**src/rtl/tmtw_pkg.sv**
```systemverilog
// Shared constants, codes and structs of the text-mode terminal writer.
// No dependencies; used by every module of the block but tmtw_ram.
`timescale 1ns / 1ps
`default_nettype none

package tmtw_pkg;

  localparam int COLUMNS   = 80;
  localparam int ROWS      = 25;
  localparam int CellCount = COLUMNS * ROWS;
  localparam int IdxW      = $clog2(CellCount);
  localparam int RowW      = $clog2(ROWS + 1);
  localparam int ColW      = $clog2(COLUMNS);
  localparam int CntW      = $clog2((ROWS + 1) * COLUMNS);
  localparam int CellW     = 16;

  localparam int ModeW     = 2;
  localparam int CharW     = 8;
  localparam int CursorW   = 11;
  localparam int ColorW    = 8;
  localparam int RegRowW   = 5;
  localparam int CfgIdxW   = 2;
  localparam int CfgDataW  = 8;

  localparam logic [CharW-1:0] ChNul     = 8'd0;
  localparam logic [CharW-1:0] ChNewline = 8'd10;
  localparam logic [CharW-1:0] ChSpace   = 8'd32;

  typedef enum logic [ModeW-1:0] {
    ModePrint     = 2'd0,
    ModeBackspace = 2'd1,
    ModeClear     = 2'd2,
    ModeRead      = 2'd3
  } mode_e;

  typedef enum logic [CfgIdxW-1:0] {
    CfgTextColor = 2'd0,
    CfgTopRow    = 2'd1,
    CfgEndRow    = 2'd2
  } cfg_reg_e;

  // Request to the block-move / fill engine.
  typedef struct packed {
    logic            go;
    logic            is_clear;
    logic [RowW-1:0] top;
    logic [RowW-1:0] fin;
  } sweep_cmd_t;

  typedef struct packed {
    logic             en;
    logic [IdxW-1:0]  addr;
    logic [CellW-1:0] data;
  } mem_wr_t;

endpackage

`default_nettype wire

```
**src/rtl/tmtw_sweep.sv**
```systemverilog
// Scroll and region-clear engine: walks the cell store one cell a cycle.
// Depends on tmtw_pkg; reads and writes the store through the top level's RAM.
`timescale 1ns / 1ps
`default_nettype none

module tmtw_sweep (
  input  wire logic                          clk_i,
  input  wire logic                          rst_ni,
  input  wire tmtw_pkg::sweep_cmd_t          cmd_i,
  input  wire logic [tmtw_pkg::CellW-1:0]    blank_i,
  input  wire logic [tmtw_pkg::CellW-1:0]    rd_data_i,
  output logic      [tmtw_pkg::IdxW-1:0]     rd_addr_o,
  output tmtw_pkg::mem_wr_t                  wr_o,
  output logic                               done_o
);

  typedef enum logic [1:0] {SwIdle, SwRun, SwDrain} sw_state_e;

  localparam logic [tmtw_pkg::CntW-1:0] Cols  = tmtw_pkg::CntW'(tmtw_pkg::COLUMNS);
  localparam logic [tmtw_pkg::CntW-1:0] Cells = tmtw_pkg::CntW'(tmtw_pkg::CellCount);
  localparam logic [tmtw_pkg::CntW-1:0] ScrollStop =
    tmtw_pkg::CntW'((tmtw_pkg::ROWS + 1) * tmtw_pkg::COLUMNS);

  sw_state_e                   state_q;
  logic [tmtw_pkg::CntW-1:0]   cnt_q, stop_q;
  logic                        clear_q;
  logic                        pend_q, pend_blank_q;
  logic [tmtw_pkg::IdxW-1:0]   pend_addr_q;
  logic [tmtw_pkg::CntW-1:0]   start_s, stop_s;

  // Scroll reads one row ahead of where it writes; past the store end the
  // source is a blank, which fills the last row in the same pass.
  always_comb begin
    if (cmd_i.is_clear) begin
      start_s = tmtw_pkg::CntW'(cmd_i.top) * Cols;
      stop_s  = tmtw_pkg::CntW'(cmd_i.fin) * Cols;
    end else begin
      start_s = (tmtw_pkg::CntW'(cmd_i.top) + tmtw_pkg::CntW'(1)) * Cols;
      stop_s  = ScrollStop;
    end
  end

  always_ff @(posedge clk_i or negedge rst_ni) begin
    if (!rst_ni) begin
      state_q      <= SwIdle;
      cnt_q        <= '0;
      stop_q       <= '0;
      clear_q      <= 1'b0;
      pend_q       <= 1'b0;
      pend_blank_q <= 1'b0;
      pend_addr_q  <= '0;
    end else begin
      case (state_q)
        SwIdle: begin
          pend_q <= 1'b0;
          if (cmd_i.go) begin
            cnt_q   <= start_s;
            stop_q  <= stop_s;
            clear_q <= cmd_i.is_clear;
            state_q <= (start_s < stop_s) ? SwRun : SwDrain;
          end
        end
        SwRun: begin
          pend_q       <= 1'b1;
          pend_addr_q  <= clear_q ? tmtw_pkg::IdxW'(cnt_q) : tmtw_pkg::IdxW'(cnt_q - Cols);
          pend_blank_q <= clear_q || (cnt_q >= Cells);
          cnt_q        <= cnt_q + tmtw_pkg::CntW'(1);
          if (cnt_q == stop_q - tmtw_pkg::CntW'(1)) begin
            state_q <= SwDrain;
          end
        end
        SwDrain: begin
          pend_q  <= 1'b0;
          state_q <= SwIdle;
        end
        default: begin
          pend_q  <= 1'b0;
          state_q <= SwIdle;
        end
      endcase
    end
  end

  assign rd_addr_o = (cnt_q < Cells) ? tmtw_pkg::IdxW'(cnt_q) : '0;
  assign wr_o.en   = pend_q;
  assign wr_o.addr = pend_addr_q;
  assign wr_o.data = pend_blank_q ? blank_i : rd_data_i;
  assign done_o    = (state_q == SwDrain);

endmodule

`default_nettype wire

```
**config.mk**
```make
export PLATFORM = sky130hd
export DESIGN_NAME = tmtw_sweep
export DESIGN_NICKNAME = d
export VERILOG_FILES = /design/src/rtl/tmtw_pkg.sv /design/src/rtl/tmtw_sweep.sv
export SDC_FILE = /design/constraint.sdc
export NUM_CORES = 1
export LEC_CHECK = 0
export BUFFER_PORTS_ARGS = -buffer_cell sky130_fd_sc_hd__buf_2
export CAP_MARGIN = 20
export CORE_MARGIN = 1.5
export CORE_UTILIZATION = 53
export CTS_CLUSTER_DIAMETER = 200
export CTS_CLUSTER_SIZE = 16
export DETAILED_ROUTE_END_ITERATION = 16
export GPL_TIMING_DRIVEN = 0
export PLACE_DENSITY = 0.9
export SKIP_LAST_GASP = 1
export SLEW_MARGIN = 20
export SYNTH_ARGS = -nofsm -noshare
export SYNTH_HDL_FRONTEND = slang
export SYNTH_SLANG_ARGS = --single-unit
```
**constraint.sdc**
```tcl
create_clock -name clk_i -period 2.4 [get_ports clk_i]
set_clock_uncertainty 0.2 [all_clocks]
set_input_delay 0.48 -clock clk_i [delete_from_list [all_inputs] [get_ports clk_i]]
set_output_delay 0.48 -clock clk_i [all_outputs]
set_load 0.01 [all_outputs]
```
-- Word-level counts from Yosys, hierarchy flattened
Cells that the tools add are included.
- bits in registers: 40
- bits of input ports: 46
- $add $sub $neg: 4
- multiply operators: 3
- $lt $le $gt $ge: 3
- equal/unequal tests: 5
- mux-type cells: 12
- reduce and logical (&&, ||, !) cells: 6
- operator list (kind ; count):
    12-bit two-way mux ; 3
    12-bit case mux with 2 select lines ; 1
    11-bit two-way mux ; 2
    5-bit by 3-bit multiplier with 8-bit output, second input constant ; 2
    16-bit two-way mux ; 1
    12-bit by 1-bit adder with 12-bit output, second input constant ; 1
    12-bit == test ; 1
    12-bit by 11-bit >= comparator with 1-bit output, second input constant ; 1
    12-bit by 11-bit less-than comparator with 1-bit output, second input constant ; 1
    12-bit less-than comparator ; 1
    12-bit by 1-bit subtractor with 12-bit output, second input constant ; 1
    11-bit by 7-bit subtractor with 11-bit output, second input constant ; 1
    6-bit by 3-bit multiplier with 8-bit output, second input constant ; 1
    5-bit by 1-bit adder with 6-bit output, second input constant ; 1
    2-bit two-way mux ; 3
    2-bit AND reduction ; 3
    2-bit != test, second input constant ; 2
    2-bit case mux with 2 select lines ; 1
    2-bit by 1-bit == test with 1-bit output, second input constant ; 1
    2-bit == test, second input constant ; 1
    2-bit logical NOT ; 1
    2-bit nonzero test ; 1
    1-bit logical OR ; 1
    1-bit two-way mux ; 1

-- Depth between registers and ports, before layout
Gate-level depths: netlist of run 1.
- depth after elaboration: 7
- mapped depth: 15

-- Worst setup path before layout of run 1
OpenSTA, ideal clock, no wires.
- path kind: input-to-reg
- start point: input port cmd_i[5] (netlist name)
- end point: register state_q[1]
- library setup time: 0.129 ns
- arrival: 2.947 ns
- path slack: -0.876 ns
- stages: 13
- path buffers: 0
- cells stage by stage: ha_1 -> nand3_1 -> xnor2_1 -> ha_1 -> fa_1 -> a21o_1 -> a21oi_1 -> xnor2_1 -> a21o_1 -> ha_1 -> a211oi_1 -> a21oi_1 -> o2bb2ai_1
- longest elaborated chain between the ends: 7
- elaborated cells between the ends (all ways): 8
- those cells by class: 1 x add/sub; 2 x mul; 1 x order compare; 4 x mux
- ends and longest elaborated chain (item ; line ; text):
    start: declaration ; tmtw_sweep.sv:9 ; input wire tmtw_pkg::sweep_cmd_t cmd_i,
    5-bit by 1-bit adder with 6-bit output ; tmtw_sweep.sv:38 ; start_s = (tmtw_pkg::CntW'(cmd_i.top) + tmtw_pkg::CntW'(1)) * Cols;
    6-bit by 3-bit multiplier with 8-bit output ; tmtw_sweep.sv:38 ;
    12-bit two-way mux (*) ; tmtw_sweep.sv:34 ; if (cmd_i.is_clear) begin
    12-bit less-than comparator (*) ; tmtw_sweep.sv:60 ; state_q <= (start_s < stop_s) ? SwRun : SwDrain;
    2-bit two-way mux (*) ; tmtw_sweep.sv:60 ;
    2-bit two-way mux (*) ; tmtw_sweep.sv:56 ; if (cmd_i.go) begin
    2-bit case mux with 2 select lines (*) ; tmtw_sweep.sv:53 ; case (state_q)
    end signal: assignment ; tmtw_sweep.sv:60 ;
    end signal: assignment ; tmtw_sweep.sv:69 ; state_q <= SwDrain;
    end signal: assignment ; tmtw_sweep.sv:74 ; state_q <= SwIdle;
    end: declaration ; tmtw_sweep.sv:24 ; sw_state_e state_q;
Every way passes the cells marked *; elsewhere a longest branch is shown, timed or not. The select of a mux whose other input is x is not followed.
A chain may end at the register's enable or synchronous reset.

-- Worst setup path in the final report of run 1
- start point: input port cmd_i[6] (netlist name)
- end point: register state_q[1]
Same word-level chain as after synthesis.

==> run_results.csv, run 1 <==
group,metric,value,unit
pwr,p_leak,1.91,nW
route,dr.first_iter.drc_count,257,
critical_path,cp.required,2.36,ns
synth,yosys-top-cells-area,"dfrtp_1 29%, ha_1 14%, mux2_2 6.8%",
route,drt_pass1_iterations,5,
synth,syn_area_per_cell,8.71,um^2
finish,fin_nets,543,
global_routing,track_usage,27.9,%
critical_path,cp_data_arrival_time,3.07,ns
clock_network,clock_path_buffers,2,
global_routing,antenna_found_initial,0,
route,drc,0,
sta,worstMarginPinSlew,0.785,ns
synth,syn_nets,442,
finish,drive_above_1_share,36.4,%
sta,slew_headroom,47.7,%
clock_network,numCtsBuffers,5,
run_status,status,"finished with violations",
synth,ys.flop_type,"dfrtp_1",
placed_design,gp_congestion,0.932,
critical_path,crit_path_max_fanout,4,
global_routing,gr-total-overflow,0,
die,coreArea,5610,um^2
clock_network,tritoncts,"yes",
clock_network,cts.clk_slew.worst_paths,0.07,ns
clock_network,cts_hold_buffers,0,
global_routing,grt_first_pass_wirelength,13900,um
synth,synthCells,359,
die,start_util,55.8,%
die,die_width,79.8,um
sta,rsz0062_at_grt,"true",
pwr,p_per_area,1040,nW/um^2
die,rows,27,
sta,period_share,130,%
route,ant_nets,0,
die,io-pin-count,86,
finish,seq_area,902,um^2
clock_network,cts-root-buf,"clkbuf_8",
min_path,hp-class,"in -> async",
die,die_y,79.8,um
placed_design,place_ws,-1.24,ns
global_routing,grt_pass1_vias,2963,
sta,fin_crit,3.12,ns
route,wl_per_cell,16.3,um
finish,n_antenna_cell,0,
route,vias_per_cell,5.81,
sta,layout_setup_ws,-0.716,ns
run_status,violations,"negative setup slack",
synth,mappedNetlistArea,3130,um^2
sta,setup_violations,7,
synth,synth_top_area_share,28.8,%
route,drt-total-wl,8700,um
placed_design,place_hpwl,6410,um
critical_path,critPathKind,"in -> reg",
placed_design,io_buffers,84,
critical_path,end_kind,"flip-flop",
synth,yosysUniqueCellTypes,57,
finish,fillers,410,
run,cap_viol_max_count,0,
sta,slew_violations,0,
global_routing,grt_max_degree,37,
route,via_count,3096,
finish,multi_input_area,2240,um^2
sta,fmax,0.321,GHz
synth,synth_edf_count,0,
clock_network,htreeDepth,2,
pwr,ir_drop,573,uV
critical_path,start_kind,"primary input",
clock_network,clock-sinks,36,
synth,yosys_warnings,0,
synth,async_flop_share,100,%
sta,hold_violations,0,
pwr,power,4.20,mW
finish,area_growth,29.4,%
synth,ys_seq_elements,36,
die,dieArea,6370,um^2
clock_network,clkLatencyLatePin,0.29,ns
synth,yosys.area.top_type,"dfrtp_1",
synth,ys_seq_area_share,28.8,%
[logic make-up (layout without fill, tap and decap cells)]
group,after synthesis,count (layout),synth area share (%)
adders and majority gates,37,37,15.5
xor gates and xnor gates,26,26,7.28
buffers and inverters,40,142,6.00
DFF,36,36,28.8
AOI/OAI and AO/OA,85,85,16.6
muxes,20,20,7.16
and+or+nand+nor,115,115,18.6
[sequential cells by signal (all words and copies together), names as in the netlist]
signal,flops
pend_blank_q,1
stop_q,8
clear_q,1
pend_q,1
cnt_q,12
pend_addr_q,11
state_q,2
[repair_timing]
item	in CTS	in global routing
endpoints found under the hold margin	0	0
pin swaps	13	7
resized for setup	29	11
setup endpoints to repair	26	17
buffers inserted	8	3
[final timing paths]
| kind | start | endpoint | slack [ns] | cells after the start |
|---|---|---|---|---|
| hold reg to reg | pend_addr_q[0]$_DFFE_PN0P_ | pend_addr_q[0]$_DFFE_PN0P_ | 0.28 | 2 |
| max in group asynchronous | rst_ni | cnt_q[9]$_DFFE_PN0P_ | 1.39 | 1 |
| min in group clk_i | pend_addr_q[0]$_DFFE_PN0P_ | pend_addr_q[0]$_DFFE_PN0P_ | 0.28 | 2 |
| setup / recovery | cmd_i[6] | state_q[1]$_DFFE_PN0P_ | -0.72 | 15 |
| hold / removal | rst_ni | pend_addr_q[2]$_DFFE_PN0P_ | 0.07 | 1 |
| setup reg to reg | stop_q[4]$_DFFE_PN0P_ | state_q[0]$_DFFE_PN0P_ | 0.14 | 8 |
[per-stage QoR]
stage / TNS (ns) / cells / cell area [um^2] / util [%] / hold WS [ns]
6_report: -1.92 / 533 / 4050 / 72.2 / 0.0671
5_1_grt: -2.54 / 533 / 4050 / 72.2 / 0.138
4_1_cts: -1.71 / 530 / 3960 / 70.7 / 0.0890
3_5_place_dp: -4.85 / 515 / 3690 / 65.9 / 0.262
3_3_place_gp: -4.24 / 515 / 3690 / 65.9 / 0.257
2_1_floorplan: -1.69 / 359 / 3180 / - / -0.0156
[synthesized netlist by cell type, types with 2 or more instances]
cell type   n
nand2_1    39
dfrtp_1    36
ha_1       34
o21ai_0    29
a21oi_1    22
nor2_1     21
mux2_2     19
inv_1      18
xnor2_1    14
nor3_1     12
xor2_1     12
clkbuf_1    9
nand3_1     9
a21o_1      7
and2_1      5
nand2b_1    5
a211oi_1    4
nor2b_1     4
a31oi_1     3
buf_2       3
buf_4       3
buf_6       3
fa_1        3
o22ai_1     3
o2bb2ai_1   3
or3_1       3
a41oi_1     2
and4_1      2
buf_1       2
nand4_1     2
nor3b_1     2
[layer usage]
layer  routed length, um  global-route usage [%]  part of all wire (%)  vias to the layer above
li1                    -                       -                     -                     1463
met1                3250                    32.1                    37                     1467
met2                4620                    51.9                    53                      135
met3                 565                    4.00                   6.5                       31
met4                 265                    10.2                   3.0                        0
met5                   0                       0                     0                        -
[final cells by class]
class	instances	area share, %
Buffer	19	2.78
Clock buffer	6	2.04
Timing Repair Buffer	95	13.3
Clock inverter	2	0.247
Multi-Input combinational cell	283	55.3
Sequential cell	36	22.3
Inverter	20	1.85
Tap cell	72	2.22
[cells in the final DEF, fill, tap and decap left out, drive strengths merged, types with 4 or more instances in the layout]
| cell | Yosys | final |
|---|---|---|
| a21oi | 22 | 22 |
| nand2 | 40 | 40 |
| buf | 11 | 104 |
| nand3 | 9 | 9 |
| nor2 | 22 | 22 |
| clkbuf | 9 | 16 |
| nor2b | 4 | 4 |
| mux2 | 19 | 19 |
| nor3 | 12 | 12 |
| o21ai | 30 | 30 |
| a21o | 7 | 7 |
| xnor2 | 14 | 14 |
| nand2b | 5 | 5 |
| and2 | 6 | 6 |
| ha | 34 | 34 |
| inv | 19 | 19 |
| a211oi | 4 | 4 |
| dfrtp | 36 | 36 |
| xor2 | 12 | 12 |
[power by group]
part           internal [mW]  switching [mW]  total [mW]
registers              0.890           0.277        1.17
logic                   1.15            1.44        2.59
clock network          0.229           0.219       0.448
[critical path, cell delays in order]
cell and delay, ns:
buf_8 0.09, ha_4 0.16, nand3_4 0.09, xnor2_4 0.18
ha_4 0.24, buf_6 0.12, fa_2 0.38, xnor2_1 0.15
o21ai_2 0.20, ha_1 0.27, o21ai_0 0.22, nand2b_1 0.08
a21oi_1 0.21, a21oi_2 0.07, o2bb2ai_1 0.13
Power figures use the tool's default switching activity.
==> run 2: changes to the inputs <==
--- a/constraint.sdc
+++ b/constraint.sdc
@@ -3,3 +3,3 @@
 set_input_delay 0.48 -clock clk_i [delete_from_list [all_inputs] [get_ports clk_i]]
 set_output_delay 0.48 -clock clk_i [all_outputs]
-set_load 0.01 [all_outputs]
+set_load 0.005 [all_outputs]
==> run 2 against run 1 <==
The flow still finishes with violations (negative setup slack); flip-flop and latch count stayed put; design area stayed put; critical path depth stayed put; utilization stayed put; combinational power is 5% lower; via count is 0.29% lower; cell count stayed put; hold slack hardly changed; sequential share of layout area stayed put; count of clock-buffer cells in the layout stayed put; critical path type unchanged; largest power group unchanged.
==> run_results.csv, run 2 (same netlist as run 1, synthesis figures left out) <==
group,metric,value,unit
sta,worstMarginPinSlew,0.784,ns
clock_network,cts.clk_slew.worst_paths,0.07,ns
clock_network,clock_path_buffers,2,
sta,period_share,130,%
route,vias_per_cell,5.79,
placed_design,io_buffers,84,
clock_network,clkLatencyLatePin,0.29,ns
global_routing,grt_pass1_vias,2963,
finish,layout_common_cells,"82 x buf_2, 38 x nand2_1, 35 x dfrtp_1",
die,rows,27,
critical_path,critPathMaxStageDelay,0.38,ns
clock_network,cts-root-buf,"clkbuf_8",
route,drc,0,
die,die_width,79.8,um
finish,final_cells,533,
route,drt-total-wl,8690,um
critical_path,critPathKind,"in -> reg",
global_routing,grt_max_degree,37,
finish,top_register,"cnt_q",
critical_path,critPathMostFrequentCell,"ha_4",
route,ant_nets,0,
critical_path,crit_path_max_fanout,4,
route,wl_per_cell,16.3,um
die,die_y,79.8,um
global_routing,grt_first_pass_wirelength,13900,um
finish,fillers,410,
finish,drive_above_1_share,36.4,%
placed_design,place_ws,-1.24,ns
die,coreArea,5610,um^2
route,via_count,3087,
critical_path,r2r-start,"stop_q[4]$_DFFE_PN0P_",
critical_path,end_kind,"flip-flop",
sta,slew_headroom,47.7,%
critical_path,crit_path_start,"cmd_i[6]",
run_status,status,"finished with violations",
placed_design,dp.cells,515,
sta,setup_violations,6,
finish,n_antenna_cell,0,
critical_path,critPathBufInv,2,
pwr,p_leak,1.91,nW
pwr,ir_drop,544,uV
sta,fmax,0.322,GHz
pwr,p_per_area,1010,nW/um^2
placed_design,gp_congestion,0.932,
critical_path,critical-path-top-delay-family,"adder cells",
clock_network,htreeDepth,2,
sta,slew_violations,0,
clock_network,numCtsBuffers,5,
finish,reg_top3,"cnt_q: 12 flops, pend_addr_q: 11 flops, stop_q: 8 flops",
run_status,violations,"negative setup slack",
route,drt_pass1_iterations,4,
finish,final_common_cell,"buf_2",
sta,fin_crit,3.11,ns
finish,final_core_util,72.2,%
route,dr.first_iter.drc_count,258,
die,io-pin-count,86,
finish,area_growth,29.4,%
finish,fin_nets,543,
clock_network,cts_hold_buffers,0,
global_routing,gr-total-overflow,0,
global_routing,track_usage,27.9,%
finish,largest_register_ff_count,12,
critical_path,cp_slowest_cell,"fa_2",
critical_path,cp.required,2.36,ns
sta,layout_setup_ws,-0.710,ns
clock_network,clock-sinks,36,
run,cap_viol_max_count,0,
die,dieArea,6370,um^2
sta,rsz0062_at_grt,"true",
critical_path,cp_data_arrival_time,3.07,ns
die,start_util,55.8,%
placed_design,place_hpwl,6410,um
min_path,hp-class,"in -> async",
clock_network,tritoncts,"yes",
critical_path,start_kind,"primary input",
sta,hold_violations,0,
global_routing,antenna_found_initial,0,
critical_path,crit_chain,"buf_8 > ha_4 > nand3_4 > xnor2_4 > ha_4 > buf_6 > fa_2 > xnor2_1 > o21ai_2 > ha_1 > o21ai_0 > nand2b_1 > a21oi_1 > a21oi_2 > o2bb2ai_1",
==> run 2: cell counts in the layout (fill, tap and decap cells not counted) <==
No cell type changed its count.
==> run 2: per-stage QoR <==
step | power (mW) | hold slack [ns] | TNS [ns] | cell area [um^2]
after floorplan | 2.72 | -0.0156 | -1.69 | 3180
after global placement | 3.33 | 0.257 | -4.20 | 3690
after detailed placement | 3.47 | 0.262 | -4.78 | 3690
after CTS | 4.00 | 0.0890 | -1.70 | 3960
after global routing | 4.41 | 0.138 | -2.42 | 4050
final | 4.08 | 0.0672 | -1.90 | 4050
==> run 2: final timing paths <==
path                                              end  slack (ns)  depth (start not counted)
max                            state_q[1]$_DFFE_PN0P_       -0.71                         15
min                        pend_addr_q[2]$_DFFE_PN0P_        0.07                          1
max reg2reg                    state_q[0]$_DFFE_PN0P_        0.13                          8
min reg2reg                pend_addr_q[0]$_DFFE_PN0P_        0.28                          2
max in group asynchronous        cnt_q[9]$_DFFE_PN0P_        1.39                          1
min in group clk_i         pend_addr_q[0]$_DFFE_PN0P_        0.28                          2
==> run 2: where the power goes <==
| part | switching (mW) | total (mW) | internal, mW |
|---|---|---|---|
| registers | 0.278 | 1.17 | 0.890 |
| clock network | 0.219 | 0.448 | 0.229 |
| logic | 1.32 | 2.47 | 1.14 |
| total | 1.82 | 4.08 | 2.26 |
==> run 2: cell type report <==
class | count | area [um^2] | share of cell area [%]
flip-flops and latches | 36 | 902 | 22.3
repair buffers | 95 | 538 | 13.3
multi-input cells | 283 | 2240 | 55.3
well taps | 72 | 90.1 | 2.22
clock inverters | 2 | 10.0 | 0.247
inverters | 20 | 75.1 | 1.85
plain buffers | 19 | 113 | 2.78
clock buffers | 6 | 82.6 | 2.04
==> run 2: timing repair <==
| item | in CTS | in global routing |
|---|---|---|
| pin swaps | 13 | 8 |
| endpoints found under the setup margin | 26 | 17 |
| resized for setup | 29 | 11 |
| setup buffers | 8 | 3 |
==> run 2: layer usage <==
metal	vias up	part of all wire (%)	GRT usage, %
met5	-	0	0
met4	0	3.1	10.2
met3	31	5.8	4.00
met2	122	53	51.9
met1	1467	38	32.1
li1	1467	-	-
==> run 3: changes to the inputs <==
- CORE_UTILIZATION: 53 -> 58
- PLACE_DENSITY: 0.9 -> 0.95
- clock period: 2.4 -> 4 ns (I/O delays scaled with it)
==> run 3 against run 2 <==
The run now ends clean; register-to-register slack better by 1.6 ns; critical path depth down 1; sequential power down 41%; combinational power down 43%; clock power down 41%; design area down 7.8%; total power down 42%; hold slack better by 0.21 ns; non-clock buffer count down 10; sequential share of layout area up 1.8 points; critical path type unchanged.
==> run_results.csv, run 3 (same netlist as run 1, synthesis figures left out) <==
group,metric,value,unit
clock_network,clock-sinks,36,
finish,n_antenna_cell,0,
clock_network,cts.clk_slew.worst_paths,0.07,ns
route,via_count,3026,
critical_path,cp.required,3.96,ns
finish,reg_top3,"cnt_q: 12 flops, pend_addr_q: 11 flops, stop_q: 8 flops",
die,die_y,76.4,um
finish,fillers,407,
critical_path,critPathMaxStageDelay,0.47,ns
run_status,status,"finished clean",
sta,period_share,96.0,%
run,cap_viol_max_count,0,
pwr,switching_share,44.4,%
route,wl_per_cell,15.8,um
clock_network,numCtsBuffers,5,
route,drc,0,
min_path,hp-class,"reg -> reg",
sta,fin_crit,3.84,ns
route,top_layer,"met4",
global_routing,grt_first_pass_wirelength,13800,um
pwr,p_leak,1.82,nW
global_routing,antenna_found_initial,0,
route,drt-total-wl,8230,um
critical_path,r2r-start,"stop_q[4]$_DFFE_PN0P_",
finish,fin_nets,533,
sta,setup_violations,0,
finish,final_common_cell,"buf_2",
die,dieArea,5840,um^2
route,ant_nets,0,
critical_path,cp_slowest_cell,"fa_1",
sta,slew_violations,0,
critical_path,rr_worst_depth,8,
pwr,clockPowerShare,11.2,%
die,coreArea,5140,um^2
critical_path,crit_path_max_fanout,6,
clock_network,tritoncts,"yes",
placed_design,place_hpwl,6540,um
clock_network,post_cts_buffers,0,
clock_network,clkLatencyLatePin,0.28,ns
finish,largest_register_ff_count,12,
placed_design,gp_congestion,0.930,
die,rows,26,
clock_network,cts_hold_buffers,0,
critical_path,cp_data_arrival_time,3.80,ns
pwr,p_seq_share,29.2,%
critical_path,r2r_slack,1.75,ns
critical_path,end_kind,"flip-flop",
global_routing,gr-total-overflow,0,
pwr,power,2.36,mW
critical_path,start_kind,"primary input",
clock_network,ctsResizeCount,0,
sta,worstMarginPinSlew,0.809,ns
critical_path,critPathMostFrequentCell,"ha_1",
pwr,power_switching,1.05,mW
global_routing,grt_max_degree,37,
min_path,holdPathEnd,"pend_addr_q[2]$_DFFE_PN0P_",
sta,hold_violations,0,
critical_path,critPathKind,"in -> reg",
pwr,ir_drop,296,uV
finish,top_register,"cnt_q",
pwr,p_per_area,632,nW/um^2
route,met3_wirelength,590,um
clock_network,htreeDepth,2,
die,start_util,60.9,%
critical_path,crit_chain,"buf_2 > ha_1 > nand3_1 > xnor2_1 > ha_1 > fa_1 > xnor2_1 > o21ai_0 > ha_1 > o21ai_0 > nand2b_1 > a21oi_1 > a21oi_1 > o2bb2ai_1",
clock_network,cts-root-buf,"clkbuf_8",
placed_design,io_buffers,84,
route,vias_per_cell,5.81,
pwr,p_comb_share,59.6,%
clock_network,clock_path_buffers,2,
finish,area_growth,19.4,%
critical_path,r2r_end,"state_q[0]$_DFFE_PN0P_",
min_path,hold_path_depth,2,
global_routing,track_usage,29.2,%
route,dr.first_iter.drc_count,358,
sta,fmax,0.261,GHz
die,io-pin-count,86,
sta,hold_slack,0.278,ns
sta,slew_headroom,46.1,%
min_path,min_from,"pend_addr_q[2]$_DFFE_PN0P_",
finish,drive_above_1_share,28.6,%
global_routing,grt_pass1_vias,2975,
route,wl_met1,3140,um
finish,layout_common_cells,"87 x buf_2, 39 x nand2_1, 36 x dfrtp_1",
route,dr_wl_met2,4300,um
pwr,internal_power,1.31,mW
die,die_width,76.4,um
route,drt_pass1_iterations,5,
## run 3: worst max-delay path by stage
stage,startpoint,end,slack [ns],cells after the start
final,cmd_i[5],state_q[1]$_DFFE_PN0P_,0.16,14
after global routing,cmd_i[5],state_q[1]$_DFFE_PN0P_,-0.006,15
after CTS,cmd_i[5],state_q[1]$_DFFE_PN0P_,0.17,15
after detailed placement,cmd_i[5],state_q[1]$_DFFE_PN0P_,-0.11,15
after global placement,cmd_i[5],state_q[1]$_DFFE_PN0P_,-0.03,15
after floorplan,cmd_i[5],state_q[1]$_DFFE_PN0P_,0.40,13
## run 3: power by group through the flow
stage / sequential, mW / combinational, mW / clock [mW]
4_1_cts: 0.686 / 1.40 / 0.268
3_3_place_gp: 0.679 / 1.32 / 0
2_1_floorplan: 0.663 / 0.961 / 0
6_report: 0.689 / 1.41 / 0.264
3_5_place_dp: 0.692 / 1.39 / 0
5_1_grt: 0.713 / 1.57 / 0.286
## run 3: per-layer routing
layer / vias to the layer above / track usage, %
li1: 1439 / -
met1: 1422 / 35.5
met2: 142 / 50.7
met3: 23 / 6.23
met4: 0 / 10.4
met5: - / 0
## run 3: per-stage QoR
stage | setup TNS [ns] | setup WS [ns] | utilization, % | instance area (um^2) | std cells
after floorplan | 0 | 0.404 | - | 3130 | 359
after global placement | -0.0330 | -0.0330 | 70.7 | 3640 | 513
after detailed placement | -0.165 | -0.111 | 70.7 | 3640 | 513
after CTS | 0 | 0.169 | 72.6 | 3730 | 521
after global routing | -0.00551 | -0.00551 | 72.6 | 3730 | 521
final | 0 | 0.162 | 72.6 | 3730 | 521
## run 3: worst max-delay path: cells and delay by family
kind / cells / cell delay, ns
simple gates: 2 / 0.20
buf+inv: 1 / 0.15
compound gates: 5 / 0.95
xor+xnor: 2 / 0.40
fa+ha+maj: 4 / 1.31
## run 3: final cells by class
type,instances,area (um^2),share of cell area [%]
plain buffers,20,113,3.02
clock buffers,7,86.3,2.31
clock inverters,1,7.51,0.201
inverters,20,75.1,2.01
multi-input cells,283,2040,54.7
flip-flops and latches,36,901,24.1
well taps,70,87.6,2.35
repair buffers,84,420,11.3
